[config.mk]
export PLATFORM = sky130hd
export DESIGN_NAME = text_byte_sanitizer_top
export DESIGN_NICKNAME = d
export VERILOG_FILES = /design/src/hw/rtl/tbs_pkg.sv /design/src/hw/rtl/text_byte_sanitizer_top.sv /design/src/hw/rtl/tbs_step.sv /design/src/hw/rtl/tbs_burst_buf.sv
export SDC_FILE = /design/constraint.sdc
export NUM_CORES = 1
export LEC_CHECK = 0
export BUFFER_PORTS_ARGS = -buffer_cell sky130_fd_sc_hd__buf_2
export CAP_MARGIN = 20
export CORE_MARGIN = 4
export CORE_UTILIZATION = 40
export CTS_BUF_LIST = sky130_fd_sc_hd__clkbuf_16
export DETAILED_ROUTE_END_ITERATION = 10
export GPL_TIMING_DRIVEN = 0
export HOLD_SLACK_MARGIN = 0.15
export PLACE_DENSITY = 0.54
export SLEW_MARGIN = 20
export SYNTH_ARGS = -nofsm -noshare
export SYNTH_HDL_FRONTEND = slang
export SYNTH_SLANG_ARGS = --single-unit
[constraint.sdc]
create_clock -name clk -period 10 [get_ports clk]
set_input_delay 1.5 -clock clk [delete_from_list [all_inputs] [get_ports clk]]
set_output_delay 1.5 -clock clk [all_outputs]
set_load 0.01 [all_outputs]
[src/hw/rtl/tbs_pkg.sv]
// Shared types and constants of the text byte sanitizer.
package tbs_pkg;

    localparam int CNT_W     = 13;
    localparam int CHAR_W    = 7;
    localparam int BURST_MAX = 3;

    localparam logic [CNT_W-1:0]  LIMIT_RESET = 13'd512;
    localparam logic [1:0]        MAX_BREAKS  = 2'd2;

    localparam logic [CHAR_W-1:0] CH_LF       = 7'h0A;
    localparam logic [CHAR_W-1:0] CH_CR       = 7'h0D;
    localparam logic [CHAR_W-1:0] CH_TAB      = 7'h09;
    localparam logic [CHAR_W-1:0] CH_SPACE    = 7'h20;
    localparam logic [CHAR_W-1:0] CH_TILDE    = 7'h7E;
    localparam logic [CHAR_W-1:0] CH_QUESTION = 7'h3F;

    typedef struct packed {
        logic [7:0] in_byte;
        logic       start_of_text;
    } in_item_t;

    typedef struct packed {
        logic [CHAR_W-1:0] out_char;
        logic              last_of_run;
    } out_item_t;

    typedef struct packed {
        logic [1:0]       pending_breaks;
        logic             pending_blank;
        logic             after_carriage_return;
        logic [CNT_W-1:0] emitted_count;
    } text_state_t;

    typedef struct packed {
        logic [1:0]                     cnt;
        logic [BURST_MAX-1:0][CHAR_W-1:0] chars;
    } burst_t;

endpackage

[src/hw/rtl/text_byte_sanitizer_top.sv]
// Top level of the text byte sanitizer: input register, text state and output buffer.
//
// The block cleans a raw text stream, one byte per input transfer, into printable
// ASCII with newlines and single spaces. Each input transfer carries in_byte and
// start_of_text; start_of_text clears all running state before its byte is used.
// Each byte yields zero to three output transfers (pending newlines, a pending
// space, then the character); last_of_run marks the final one of a byte.
// The character limit max_out_chars is written through cfg_we and cfg_wdata, and
// resets to 512. The user must write it only while the block is idle; the block
// itself does not enforce this. An accepted byte sits in the input register, and
// its characters then move into the output buffer, from which the first is offered.
// Throughput is one byte per cycle as long as each byte yields at most one
// character and the receiver takes each one; a byte that yields several characters
// holds the output buffer until all are taken, and the next byte that yields
// characters waits until the buffer drains. Bytes that yield nothing pass
// through even while the buffer is full. When the receiver stalls, the buffer and
// then the input register fill, and in_ready falls. Reset empties both registers,
// clears the text state and restores the limit.
module text_byte_sanitizer_top
    import tbs_pkg::*;
(
    input  logic             clk,
    input  logic             rst_n,
    input  logic             in_valid,
    output logic             in_ready,
    input  in_item_t         in_data,
    output logic             out_valid,
    input  logic             out_ready,
    output out_item_t        out_data,
    input  logic             cfg_we,
    input  logic [CNT_W-1:0] cfg_wdata
);

    logic             in_vld_reg;
    in_item_t         in_item_reg;
    text_state_t      state_reg;
    text_state_t      state_next;
    logic [CNT_W-1:0] max_reg;
    burst_t           burst;
    logic             buf_free;
    logic             advance;
    logic             load;

    // The held byte moves on when it produces nothing or the buffer can take its burst.
    assign advance  = in_vld_reg && ((burst.cnt == 2'd0) || buf_free);
    assign load     = advance && (burst.cnt != 2'd0);
    assign in_ready = !in_vld_reg || advance;

    tbs_step u_step (
        .item          (in_item_reg),
        .state         (state_reg),
        .max_out_chars (max_reg),
        .state_next    (state_next),
        .burst         (burst)
    );

    tbs_burst_buf u_buf (
        .clk       (clk),
        .rst_n     (rst_n),
        .load      (load),
        .burst     (burst),
        .free      (buf_free),
        .out_valid (out_valid),
        .out_ready (out_ready),
        .out_data  (out_data)
    );

    always_ff @(posedge clk or negedge rst_n)
    begin
        if (!rst_n)
        begin
            in_vld_reg <= 1'b0;
            state_reg  <= '0;
            max_reg    <= LIMIT_RESET;
        end
        else
        begin
            if (in_ready)
            begin
                in_vld_reg <= in_valid;
            end
            if (advance)
            begin
                state_reg <= state_next;
            end
            if (cfg_we)
            begin
                max_reg <= cfg_wdata;
            end
        end
    end

    // The payload register needs no reset; it is qualified by in_vld_reg.
    always_ff @(posedge clk)
    begin
        if (in_ready && in_valid)
        begin
            in_item_reg <= in_data;
        end
    end

endmodule

[src/hw/rtl/tbs_step.sv]
// Per-byte cleaning rule: next text state and the burst of characters one byte produces.
module tbs_step
    import tbs_pkg::*;
(
    input  in_item_t         item,
    input  text_state_t      state,
    input  logic [CNT_W-1:0] max_out_chars,
    output text_state_t      state_next,
    output burst_t           burst
);

    text_state_t       st0;
    logic [CHAR_W-1:0] ch;
    logic [CNT_W-1:0]  room;
    logic [1:0]        nb;
    logic [1:0]        eb;
    logic              be;
    logic              ce;
    logic [1:0]        used;
    logic              is_printable;

    always_comb
    begin
        st0          = item.start_of_text ? '0 : state;
        state_next   = st0;
        burst.cnt    = 2'd0;
        burst.chars  = '0;
        ch           = item.in_byte[7] ? CH_QUESTION : item.in_byte[6:0];
        room         = max_out_chars - st0.emitted_count;
        nb           = (st0.emitted_count != '0) ? st0.pending_breaks : 2'd0;
        eb           = (room < {{(CNT_W-2){1'b0}}, nb}) ? room[1:0] : nb;
        be           = (st0.emitted_count != '0) && st0.pending_blank && (eb == nb)
                       && (room > {{(CNT_W-2){1'b0}}, eb});
        used         = eb + {1'b0, be};
        ce           = room > {{(CNT_W-2){1'b0}}, used};
        is_printable = (ch > CH_SPACE) && (ch <= CH_TILDE);

        if (st0.emitted_count < max_out_chars)
        begin
            state_next.after_carriage_return = 1'b0;
            if (item.in_byte[7:6] == 2'b10)
            begin
                // Continuation byte of a multi-byte sequence: dropped.
            end
            else if (ch == CH_LF && st0.after_carriage_return)
            begin
                // LF of a CRLF pair: already counted.
            end
            else if (ch == CH_CR || ch == CH_LF)
            begin
                if (st0.pending_breaks < MAX_BREAKS)
                begin
                    state_next.pending_breaks = st0.pending_breaks + 2'd1;
                end
                state_next.pending_blank         = 1'b0;
                state_next.after_carriage_return = (ch == CH_CR);
            end
            else if (ch == CH_TAB || ch == CH_SPACE)
            begin
                if (st0.pending_breaks == 2'd0)
                begin
                    state_next.pending_blank = 1'b1;
                end
            end
            else if (is_printable)
            begin
                burst.cnt = used + {1'b0, ce};
                for (int p = 0; p < BURST_MAX; p++)
                begin
                    if (p < int'(eb))
                    begin
                        burst.chars[p] = CH_LF;
                    end
                    else if (p == int'(eb) && be)
                    begin
                        burst.chars[p] = CH_SPACE;
                    end
                    else
                    begin
                        burst.chars[p] = ch;
                    end
                end
                state_next.emitted_count  = st0.emitted_count
                                            + {{(CNT_W-2){1'b0}}, burst.cnt};
                state_next.pending_breaks = 2'd0;
                state_next.pending_blank  = 1'b0;
            end
        end
    end

endmodule

[src/hw/rtl/tbs_burst_buf.sv]
// Output buffer that holds the burst of one byte and hands it out one character per transfer.
module tbs_burst_buf
    import tbs_pkg::*;
(
    input  logic      clk,
    input  logic      rst_n,
    input  logic      load,
    input  burst_t    burst,
    output logic      free,
    output logic      out_valid,
    input  logic      out_ready,
    output out_item_t out_data
);

    logic [1:0]                       cnt_reg;
    logic [1:0]                       cnt_next;
    logic [BURST_MAX-1:0][CHAR_W-1:0] chars_reg;
    logic [BURST_MAX-1:0][CHAR_W-1:0] chars_next;
    logic                             take;

    assign out_valid            = (cnt_reg != 2'd0);
    assign take                 = out_valid && out_ready;
    assign free                 = (cnt_reg == 2'd0) || (cnt_reg == 2'd1 && out_ready);
    assign out_data.out_char    = chars_reg[0];
    assign out_data.last_of_run = (cnt_reg == 2'd1);

    always_comb
    begin
        cnt_next   = cnt_reg;
        chars_next = chars_reg;
        if (load)
        begin
            cnt_next   = burst.cnt;
            chars_next = burst.chars;
        end
        else if (take)
        begin
            cnt_next   = cnt_reg - 2'd1;
            for (int i = 0; i < BURST_MAX - 1; i++)
            begin
                chars_next[i] = chars_reg[i+1];
            end
        end
    end

    always_ff @(posedge clk or negedge rst_n)
    begin
        if (!rst_n)
        begin
            cnt_reg <= 2'd0;
        end
        else
        begin
            cnt_reg <= cnt_next;
        end
    end

    always_ff @(posedge clk)
    begin
        chars_reg <= chars_next;
    end

endmodule

==> summary.txt, run 1 <==
Drt
  • Routed vias: 3890
  • DRT Pass-1 Iters: 5
  • Average routed wire per standard cell: 17.0 µm
  • Routed wire length: 11600 µm
  • Drt initial violations: 295
  • Vias per cell: 5.71
  • DRC: 0
  • DRT antenna net count: 0

Timing
  • Final Cycle Share: 95.2%
  • RSZ-0062 raised after global routing: no
  • Final setup fails: 0
  • Fin crit period: 9.52 ns
  • Relative slew slack: 28.9%
  • Fin. Hold Viols: 0
  • Fmax: 105 MHz
  • Worst-margin pin slew: 1.06 ns
  • Final Max Slew Viols: 0
  • Final setup skew: 0.00835 ns

Finish
  • Synth-to-layout area growth: 15.8%
  • Ant. Diodes: 0
  • Fraction of layout cells with a size suffix above 1: 19.6%
  • Number of fill cells in the layout: 1100
  • Number of flip-flops in the largest register: 17
  • Nets: 591
  • Final Non-Filler Cells: 681

Floorplanning
  • IO Count: 37
  • Core area: 0.0109 mm²
  • Total Die Area: 0.0130 mm²
  • Initial core utilization: 41.1%
  • Number of cell rows: 38
  • Die width: 114 µm
  • Die height: 114 µm

CTS
  • CTS tree: built
  • H-tree depth: 3
  • # clock sinks: 63
  • Worst skew pair latency: 0.33 ns
  • Post-CTS Hold Buffers: 0
  • Clock tree buffer depth: 2
  • Total CTS buffers: 9
  • CTS clk-pin slew, worst paths: 0.05 ns
  • Root Buffer: clkbuf_16

Power
  • Leakage: 2.12 nW
  • Maximum VDD drop: 0.122 mV
  • Pwr Density: 226 mW/mm²
  • Power after layout: 1.18 mW

Worst setup path
  • CP delay by family, top: compound AO/OA/AOI/OAI gates
  • Crit-path max FO: 10
  • CP max stage delay: 0.50 ns
  • Crit start category: register
  • Bufs and invs on worst path: 6
  • Crit Path Category: register to primary output
  • FF-to-FF setup slack: 1.32 ns
  • CP Capture Type: primary output
  • CP required: 8.50 ns
  • Worst R2R Path Depth: 36
  • Reg2reg start: in_item_reg[0]
  • Critical path's slowest cell: or4_1
  • Worst EP arrival: 8.02 ns
  • Most used cell, CP: buf_2
  • R2r endpoint: state_reg[11]

Hold path
  • Hold endpoint: max_reg[2]
  • HP Class: register to register
  • Hold path depth: 1
  • Hold Startpoint: max_reg[2]

GRT
  • Remaining Overflow, GRT: 0
  • First-pass GRT wire length: 18600 µm
  • Pin count of the biggest net entering global routing: 34
  • Number of global-route vias before repair: 3562
  • Initial antenna violation count: 0
  • GRT Util Overall: 18.1%

Placed design
  • Port-buffer cells: 35
  • Routability cong.: 0.878
  • Dpl hpwl: 8740 µm
  • Placed insts: 662

Run
  • Max_cap viols: 0

Synthesis
  • Ys Warns: 0
  • Synth async-reset ratio: 52.4%
  • Avg Inst Size Synth: 9.23 µm²
  • Sequential cell area fraction in the yosys report: 38.4%
  • Distinct cells, synth: 66
  • Most used DFF post-synth: dfrtp_1
  • Synth Cell Area: 0.00450 mm²
  • FF+latch count, synth: 63
  • Syn Inst Count: 487
  • Syn Nets: 542
  • EDFF count, synth: 30

Outcome
  • Status: finished, final reports clean
-- layout by cell type, fill, tap and decap left out, drive strengths merged, types with 10 or more instances in the layout --
| master | instances |
|---|---|
| a21oi | 21 |
| mux2 | 15 |
| inv | 29 |
| o21ai | 32 |
| buf | 53 |
| nor3 | 17 |
| ha | 26 |
| edfxtp | 30 |
| clkbuf | 19 |
| nand3 | 12 |
| nor2 | 35 |
| nor2b | 10 |
| dfrtp | 32 |
| nand2b | 23 |
| nand2 | 45 |
| o211ai | 11 |
-- per-stage QoR --
| stage | util [%] | TNS (ns) | worst slack [ns] | hold WS (ns) | cell area (µm²) |
|---|---|---|---|---|---|
| after floorplan | - | 0 | 1.29 | 0.487 | 4500 |
| after global placement | 44.3 | -0.364 | -0.316 | 0.504 | 4850 |
| after detailed placement | 44.3 | -0.371 | -0.371 | 0.507 | 4850 |
| after CTS | 46.9 | 0 | 0.0513 | 0.521 | 5130 |
| after global routing | 47.6 | 0 | 0.0625 | 0.534 | 5210 |
| final | 47.6 | 0 | 0.479 | 0.519 | 5210 |
-- routing by layer --
| metal | global-route usage [%] | vias up | wire (µm) | share of wire (%) |
|---|---|---|---|---|
| met5 | 0 | - | 0 | 0 |
| met4 | 4.04 | 0 | 97 | 0.84 |
| met3 | 2.76 | 10 | 558 | 4.8 |
| met2 | 26.0 | 108 | 4960 | 43 |
| met1 | 28.5 | 1851 | 5970 | 52 |
| li1 | - | 1921 | - | - |
-- logic make-up after synthesis --
logic type	synth area share, %
flops	38.4
mux	4.65
simple gates	20.8
buf+inv	5.06
compound gates	21.7
xor+xnor	1.17
fa+ha+maj	8.12
-- worst max path at each step --
stage                     to  cells after the start           start
floorplan           in_ready                     33  in_item_reg[0]
finish              in_ready                     35  in_item_reg[0]
global route        in_ready                     35  in_item_reg[0]
detailed placement  in_ready                     34  in_item_reg[0]
CTS                 in_ready                     34  in_item_reg[0]
global placement    in_ready                     34  in_item_reg[0]
-- report_power, final --
part	switching [mW]	leakage, nW	internal (mW)
clock	0.115	0.138	0.166
combinational	0.307	1.28	0.200
sequential	0.0397	0.702	0.349
total	0.462	2.12	0.714
-- cell type report --
class	count	area (µm²)	share of cell area, %
multi-input cells	372	2600	50.0
flip-flops and latches	63	1730	33.2
clock buffers	9	225	4.33
repair buffers	39	205	3.94
well taps	140	175	3.36
plain buffers	24	126	2.43
inverters	27	101	1.95
clock inverters	7	42.5	0.817
-- Yosys cell counts (4+ instances only) --
| cell | number | area [µm²] |
|---|---|---|
| a211o_1 | 5 | 43.8 |
| inv_1 | 25 | 93.8 |
| dfrtp_1 | 32 | 801 |
| edfxtp_1 | 30 | 901 |
| ha_1 | 26 | 325 |
| nand2_1 | 45 | 169 |
| o31ai_1 | 7 | 52.6 |
| xnor2_1 | 6 | 52.6 |
| clkbuf_1 | 13 | 48.8 |
| o2bb2ai_1 | 4 | 35.0 |
| buf_4 | 7 | 52.6 |
| buf_2 | 5 | 25.0 |
| nand2b_1 | 23 | 144 |
| nor4_1 | 7 | 43.8 |
| a211oi_1 | 4 | 30.0 |
| a31oi_1 | 4 | 25.0 |
| mux2_2 | 13 | 146 |
| nor2_1 | 35 | 131 |
| o211ai_1 | 11 | 82.6 |
| or3_1 | 9 | 56.3 |
| nor3_1 | 17 | 85.1 |
| o21ai_0 | 29 | 145 |
| a21oi_1 | 18 | 90.1 |
| a21o_1 | 9 | 67.6 |
| o2111ai_1 | 5 | 43.8 |
| nand4_1 | 9 | 56.3 |
| nor2b_1 | 10 | 62.6 |
| nand3_1 | 12 | 60.1 |
-- what timing repair did --
action,4_1_cts,5_1_grt
resized for setup,8,12
endpoints found under the setup margin,1,1
pin swaps,0,2
setup buffers,0,4
Note: power is estimated with default switching activity, not from simulation.
==> inputs of run 2 (changes only) <==
--- a/config.mk
+++ b/config.mk
@@ -8,12 +8,12 @@
 export BUFFER_PORTS_ARGS = -buffer_cell sky130_fd_sc_hd__buf_2
 export CAP_MARGIN = 20
 export CORE_MARGIN = 4
-export CORE_UTILIZATION = 40
+export CORE_UTILIZATION = 45
 export CTS_BUF_LIST = sky130_fd_sc_hd__clkbuf_16
 export DETAILED_ROUTE_END_ITERATION = 10
 export GPL_TIMING_DRIVEN = 0
 export HOLD_SLACK_MARGIN = 0.15
-export PLACE_DENSITY = 0.54
+export PLACE_DENSITY = 0.6
 export SLEW_MARGIN = 20
 export SYNTH_ARGS = -nofsm -noshare
 export SYNTH_HDL_FRONTEND = slang
==> run 2 against run 1 <==
Net effect: sequential cell count did not move; die area down 10%; register-to-register slack lost 0.09 ns; worst hold slack improved by 0.00074 ns; utilization up 5.6 points; sequential power about the same; via count increased by 0.90%; global-route usage increased by 2.5 points; clock-buffer cell count stayed put; first-iteration DRC count down 8.8%; largest cell class unchanged.
==> summary.txt, run 2 (synthesized netlist as in run 1, its figures left out) <==
CTS
  • CTS tree: built
  • Worst skew pair latency: 0.33 ns (about the same)
  • H-tree depth: 3 (unchanged)
  • Clock tree buffer depth: 2 (unchanged)
  • CTS clk-pin slew, worst paths: 0.06 ns (about the same)
  • # clock sinks: 63 (unchanged)
  • Post-CTS Hold Buffers: 0 (unchanged)
  • Total CTS buffers: 9 (unchanged)
  • Root Buffer: clkbuf_16

Finish
  • Nets: 591 (unchanged)
  • Synth-to-layout area growth: 15.6%
  • Ant. Diodes: 0 (unchanged)
  • Fraction of layout cells with a size suffix above 1: 19.4% (-0.18 points)
  • Number of fill cells in the layout: 901 (-18%)
  • Commonest non-fill, non-tap cells in the layout: nand2_1, buf_2, nor2_1
  • Commonest non-fill, non-tap cell in the layout: nand2_1
  • Final Util: 53.2% (+5.6 points)
  • Final Non-Filler Cells: 674 (-1.0%)
  • Number of flip-flops in the largest register: 17 (unchanged)

Power
  • Pint: 713 µW (-0.23%)
  • Sw Share: 39.2% (-0.10 points)
  • Clock power frac: 24.0% (about the same)
  • Pwr Density: 225 mW/mm² (-0.22%)
  • Power after layout: 1.17 mW (-0.39%)
  • Leakage: 2.13 nW (+0.30%)
  • Combinational Power Share: 42.6% (-0.4 points)
  • Maximum VDD drop: 0.102 mV (-16%)
  • Sequential share of power: 33.3% (+0.2 points)
  • P_sw: 459 µW (-0.64%)

Worst setup path
  • Crit-path max FO: 10 (unchanged)
  • Crit Path Category: register to primary output
  • FF-to-FF setup slack: 1.23 ns (-0.09 ns)
  • Bufs and invs on worst path: 5 (-1)
  • CP max stage delay: 0.48 ns (-0.02 ns)
  • Crit start category: register
  • Worst EP arrival: 8.04 ns (+0.02 ns)
  • CP required: 8.50 ns (about the same)
  • Critical path's slowest cell: fa_1
  • CP delay by family, top: compound AO/OA/AOI/OAI gates
  • CP Capture Type: primary output

GRT
  • Remaining Overflow, GRT: 0 (unchanged)
  • Grt met3 use: 3.58% (+0.82 points)
  • Grt peak-use layer: met1
  • Routing usage on met1: 30.9% (+2.4 points)
  • Initial antenna violation count: 0 (unchanged)
  • Pin count of the biggest net entering global routing: 34 (unchanged)
  • GRT Util Overall: 20.6% (+2.5 points)
  • GR Util met2: 30.4% (+4.4 points)
  • Number of global-route vias before repair: 3760 (+5.6%)
  • First-pass GRT wire length: 18800 µm (+1.0%)

Drt
  • Routed vias: 3925 (+0.90%)
  • Average routed wire per standard cell: 17.0 µm (-0.33%)
  • Drt initial violations: 269 (-8.8%)
  • Vias per cell: 5.82 (+1.9%)
  • Routed wire length: 11400 µm (-1.4%)
  • DRT Pass-1 Iters: 5 (unchanged)
  • DRC: 0 (unchanged)
  • DRT antenna net count: 0 (unchanged)

Placed design
  • Routability cong.: 0.896 (+2.1%)
  • Dpl hpwl: 8610 µm (-1.5%)
  • Placed insts: 655 (-1.1%)
  • Port-buffer cells: 35 (unchanged)

Timing
  • Fin crit period: 9.54 ns (+0.0220 ns)
  • Final setup fails: 0 (unchanged)
  • Final setup skew: 0.00428 ns (-0.00407 ns)
  • Relative slew slack: 36.7% (+7.8 points)
  • Worst-margin pin slew: 0.941 ns (-0.116 ns)
  • Fmax: 105 MHz (-0.23%)
  • Final Max Slew Viols: 0 (unchanged)
  • Min Hold Slack: 0.520 ns (+0.000745 ns)
  • RSZ-0062 raised after global routing: no
  • Fin. Hold Viols: 0 (unchanged)
  • Final Cycle Share: 95.4% (+0.22 points)

Floorplanning
  • Initial core utilization: 46.0% (+4.9 points)
  • Die height: 108 µm (-5.3%)
  • IO Count: 37 (unchanged)
  • Core area: 0.00977 mm² (-11%)
  • Die width: 108 µm (-5.3%)
  • Total Die Area: 0.0117 mm² (-10%)
  • Number of cell rows: 36 (-5.3%)

Outcome
  • Status: finished, final reports clean

Hold path
  • HP Class: register to register

Run
  • Max_cap viols: 0 (unchanged)
==> run 2: power by group through the flow <==
stage                     registers [mW]  clock network (mW)  logic, mW
final                              0.391               0.282      0.499
after global routing               0.399               0.300      0.555
after CTS                          0.389               0.288      0.489
after floorplan                    0.381                   0      0.361
after detailed placement           0.394                   0      0.482
after global placement             0.392                   0      0.471
==> run 2: final cells by class <==
| cell class | count | area, µm² | area share [%] |
|---|---|---|---|
| timing repair buffer | 39 | 205 | 3.95 |
| tap | 133 | 166 | 3.20 |
| clock buffer | 9 | 225 | 4.33 |
| inverter | 27 | 101 | 1.95 |
| clock inverter | 7 | 42.5 | 0.818 |
| sequential | 63 | 1730 | 33.2 |
| buffer | 24 | 129 | 2.48 |
| multi-input combinational | 372 | 2600 | 50.0 |
==> run 2: final timing paths <==
kind                                     start                to  cells after the start
worst max-delay path            in_item_reg[0]          in_ready                     34
worst min-delay path                max_reg[8]        max_reg[8]                      1
worst max register to register  in_item_reg[0]      state_reg[9]                     35
worst min register to register      max_reg[8]        max_reg[8]                      1
max in group asynchronous                rst_n  u_buf.cnt_reg[0]                      1
min in group asynchronous                rst_n       max_reg[12]                      1
==> run 2: what timing repair did <==
action	4_1_cts	5_1_grt
gates resized for setup	9	12
buffers inserted	0	4
pin swaps	0	1
endpoints found under the setup margin	1	1
==> run 2: worst register-to-register path: cells and delay by family, from the launching register on <==
family,cells,cell delay [ns]
muxes,1,0.22
xor gates and xnor gates,4,0.97
and+or+nand+nor,9,1.76
adders and majority gates,6,1.78
DFF,1,0.39
AOI/OAI and AO/OA,12,2.97
buffers and inverters,3,0.60
==> run 2: stage by stage <==
| stage | setup WS (ns) | area (µm²) | TNS [ns] |
|---|---|---|---|
| finish | 0.457 | 5200 | 0 |
| global route | 0.00197 | 5200 | 0 |
| CTS | 0.0260 | 5130 | 0 |
| detailed placement | -0.314 | 4840 | -0.314 |
| global placement | -0.262 | 4840 | -0.262 |
| floorplan | 1.29 | 4500 | 0 |
==> run 2: layer usage <==
layer  vias up  part of all wire (%)
met5         -                     0
met4         0                   1.3
met3        15                   5.4
met2       119                    44
met1      1878                    49
li1       1913                     -
==> inputs of run 3 (changes only) <==
--- a/config.mk
+++ b/config.mk
@@ -14,6 +14,7 @@
 export GPL_TIMING_DRIVEN = 0
 export HOLD_SLACK_MARGIN = 0.15
 export PLACE_DENSITY = 0.6
+export RECOVER_POWER = 100
 export SLEW_MARGIN = 20
 export SYNTH_ARGS = -nofsm -noshare
 export SYNTH_HDL_FRONTEND = slang
==> run 3 against run 2 <==
Net effect: the run now ends with capacitance limit, slew limit left; cell area fell by 0.34%; fmax grew 0.15%; die area is the same; total power shrank 0.50%; highest routed layer unchanged; global-route usage unchanged; critical path depth unchanged; largest cell class unchanged; sequential power hardly changed; wire length rose by 0.18%; worst hold slack barely moved; clock skew hardly changed.
==> summary.txt, run 3 (synthesized netlist as in run 1, its figures left out) <==
Outcome
  • Status: finished with violations
  • Violated checks: capacitance limit, slew limit

CTS
  • # clock sinks: 63 (unchanged)
  • Clock tree buffer depth: 2 (unchanged)
  • H-tree depth: 3 (unchanged)
  • Post-CTS Hold Buffers: 0 (unchanged)
  • CTS clk-pin slew, worst paths: 0.06 ns (about the same)
  • Total CTS buffers: 9 (unchanged)
  • CTS tree: built
  • Worst skew pair latency: 0.33 ns (about the same)
  • Root Buffer: clkbuf_16

Finish
  • Ant. Diodes: 0 (unchanged)
  • Fraction of layout cells with a size suffix above 1: 17.0% (-2.4 points)
  • Synth-to-layout area growth: 15.2%
  • Commonest non-fill, non-tap cell in the layout: nand2_1
  • Commonest non-fill, non-tap cells in the layout: nand2_1, nor2_1, dfrtp_1
  • Final Non-Filler Cells: 674 (unchanged)
  • Area occupied by multi-input gates: 0.00260 mm² (-0.14%)
  • Reg area: 0.00173 mm² (unchanged)
  • Number of flip-flops in the largest register: 17 (unchanged)
  • Nets: 591 (unchanged)
  • Final Util: 53.0% (-0.18 points)
  • Number of fill cells in the layout: 912 (+1.2%)

Hold path
  • HP Class: register to register
  • Hold Startpoint: max_reg[8]
  • Hold path depth: 1 (unchanged)
  • Hold endpoint: max_reg[8]

Drt
  • Routed wire length: 11400 µm (+0.18%)
  • Average routed wire per standard cell: 17.0 µm (+0.18%)
  • Vias per cell: 5.85 (+0.54%)
  • DRT antenna net count: 0 (unchanged)
  • Routed vias: 3946 (+0.54%)
  • DRC: 0 (unchanged)
  • Drt initial violations: 272 (+1.1%)
  • DRT Pass-1 Iters: 5 (unchanged)

Timing
  • PnR worst setup slack: 0.471 ns (+0.0147 ns)
  • Fmax: 105 MHz (+0.15%)
  • RSZ-0062 raised after global routing: no
  • Fin. Hold Viols: 0 (unchanged)
  • Final Max Slew Viols: 34 (+34)
  • Fin crit period: 9.53 ns (-0.0147 ns)
  • Final setup fails: 0 (unchanged)
  • Worst-margin pin slew: 1.89 ns (+0.954 ns)
  • Relative slew slack: -26.3% (-63 points)
  • Final setup skew: 0.00403 ns (-0.000246 ns)
  • Final Cycle Share: 95.3% (-0.15 points)
  • Min Hold Slack: 0.520 ns (+0.0000110 ns)

Worst setup path
  • Crit start category: register
  • Worst EP arrival: 8.03 ns (about the same)
  • CP Capture Type: primary output
  • Reg2reg start: in_item_reg[0]
  • Critical path's slowest cell: fa_1
  • FF-to-FF setup slack: 1.24 ns (about the same)
  • Crit Path Category: register to primary output
  • CP max stage delay: 0.48 ns (about the same)
  • Worst R2R Path Depth: 35 (unchanged)
  • R2r endpoint: state_reg[9]
  • Crit-path max FO: 10 (unchanged)
  • CP required: 8.50 ns (about the same)

GRT
  • GRT Util Overall: 20.6% (unchanged)
  • Number of global-route vias before repair: 3760 (unchanged)
  • Pin count of the biggest net entering global routing: 34 (unchanged)
  • Remaining Overflow, GRT: 0 (unchanged)
  • Initial antenna violation count: 0 (unchanged)
  • First-pass GRT wire length: 18800 µm (unchanged)

Floorplanning
  • Core area: 0.00977 mm² (unchanged)
  • Die width: 108 µm (unchanged)
  • Total Die Area: 0.0117 mm² (unchanged)
  • Initial core utilization: 46.0% (unchanged)
  • IO Count: 37 (unchanged)
  • Number of cell rows: 36 (unchanged)
  • Die height: 108 µm (unchanged)

Placed design
  • Routability cong.: 0.896 (unchanged)
  • Port-buffer cells: 35 (unchanged)
  • Placed insts: 655 (unchanged)
  • Dpl hpwl: 8610 µm (unchanged)
  • Setup WS pre-CTS: -0.314 ns (unchanged)

Power
  • Leakage: 2.10 nW (-1.3%)
  • Power after layout: 1.17 mW (-0.50%)
  • Pwr Density: 225 mW/mm² (-0.16%)
  • Maximum VDD drop: 0.102 mV (-0.46%)

Run
  • Max_cap viols: 1 (+1)
==> run 3: cell count changes in the layout (fill, tap and decap cells not counted), sizes merged <==
cell and delta:
buf -12, clkbuf +12
==> run 3: power by group <==
part	switching [mW]	internal [mW]
combinational	0.302	0.192
sequential	0.0409	0.349
clock	0.116	0.166
==> run 3: layer usage <==
| metal | part of all wire, % | vias up | wire length (µm) | track usage, % |
|---|---|---|---|---|
| met3 | 5.6 | 13 | 637 | 3.58 |
| met4 | 1.2 | 0 | 142 | 6.49 |
| met2 | 44 | 119 | 5060 | 30.4 |
| li1 | - | 1920 | - | - |
| met1 | 49 | 1894 | 5610 | 30.9 |
| met5 | 0 | - | 0 | 0 |
==> run 3: cell type report <==
class                           count  area share, %
Timing Repair Buffer               39           3.72
Tap cell                          133           3.21
Multi-Input combinational cell    372           50.1
Inverter                           27           1.96
Clock inverter                      7          0.821
Sequential cell                    63           33.4
Buffer                             24           2.46
Clock buffer                        9           4.35
==> run 3: worst max-delay path, delay by kind of cell (launching register included) <==
kind,cells,cell delay [ns]
compound gates,9,2.08
xor+xnor,3,0.49
fa+ha+maj,5,1.52
buf+inv,5,0.99
flops,1,0.41
mux,1,0.22
simple gates,11,1.97
==> run 3: how the worst max path moves through the flow <==
| stage | start | to | slack, ns | cells past startpoint |
|---|---|---|---|---|
| 6_report | in_item_reg[0] | in_ready | 0.47 | 34 |
| 5_1_grt | in_item_reg[0] | in_ready | 0.03 | 35 |
| 4_1_cts | in_item_reg[0] | in_ready | 0.03 | 35 |
| 3_5_place_dp | in_item_reg[0] | in_ready | -0.31 | 34 |
| 3_3_place_gp | in_item_reg[0] | in_ready | -0.26 | 34 |
| 2_1_floorplan | in_item_reg[0] | in_ready | 1.29 | 33 |
==> run 3: stage by stage <==
step	instance area, µm²	setup TNS (ns)
CTS	5130	0
global placement	4840	-0.262
detailed placement	4840	-0.314
finish	5180	0
floorplan	4500	0
global route	5180	0
==> run 3: repair_timing <==
action	CTS	global route
resized for setup	9	12
setup buffers	0	4
hold endpoints to repair	0	0
pin swaps	0	1
endpoints found under the setup margin	1	1
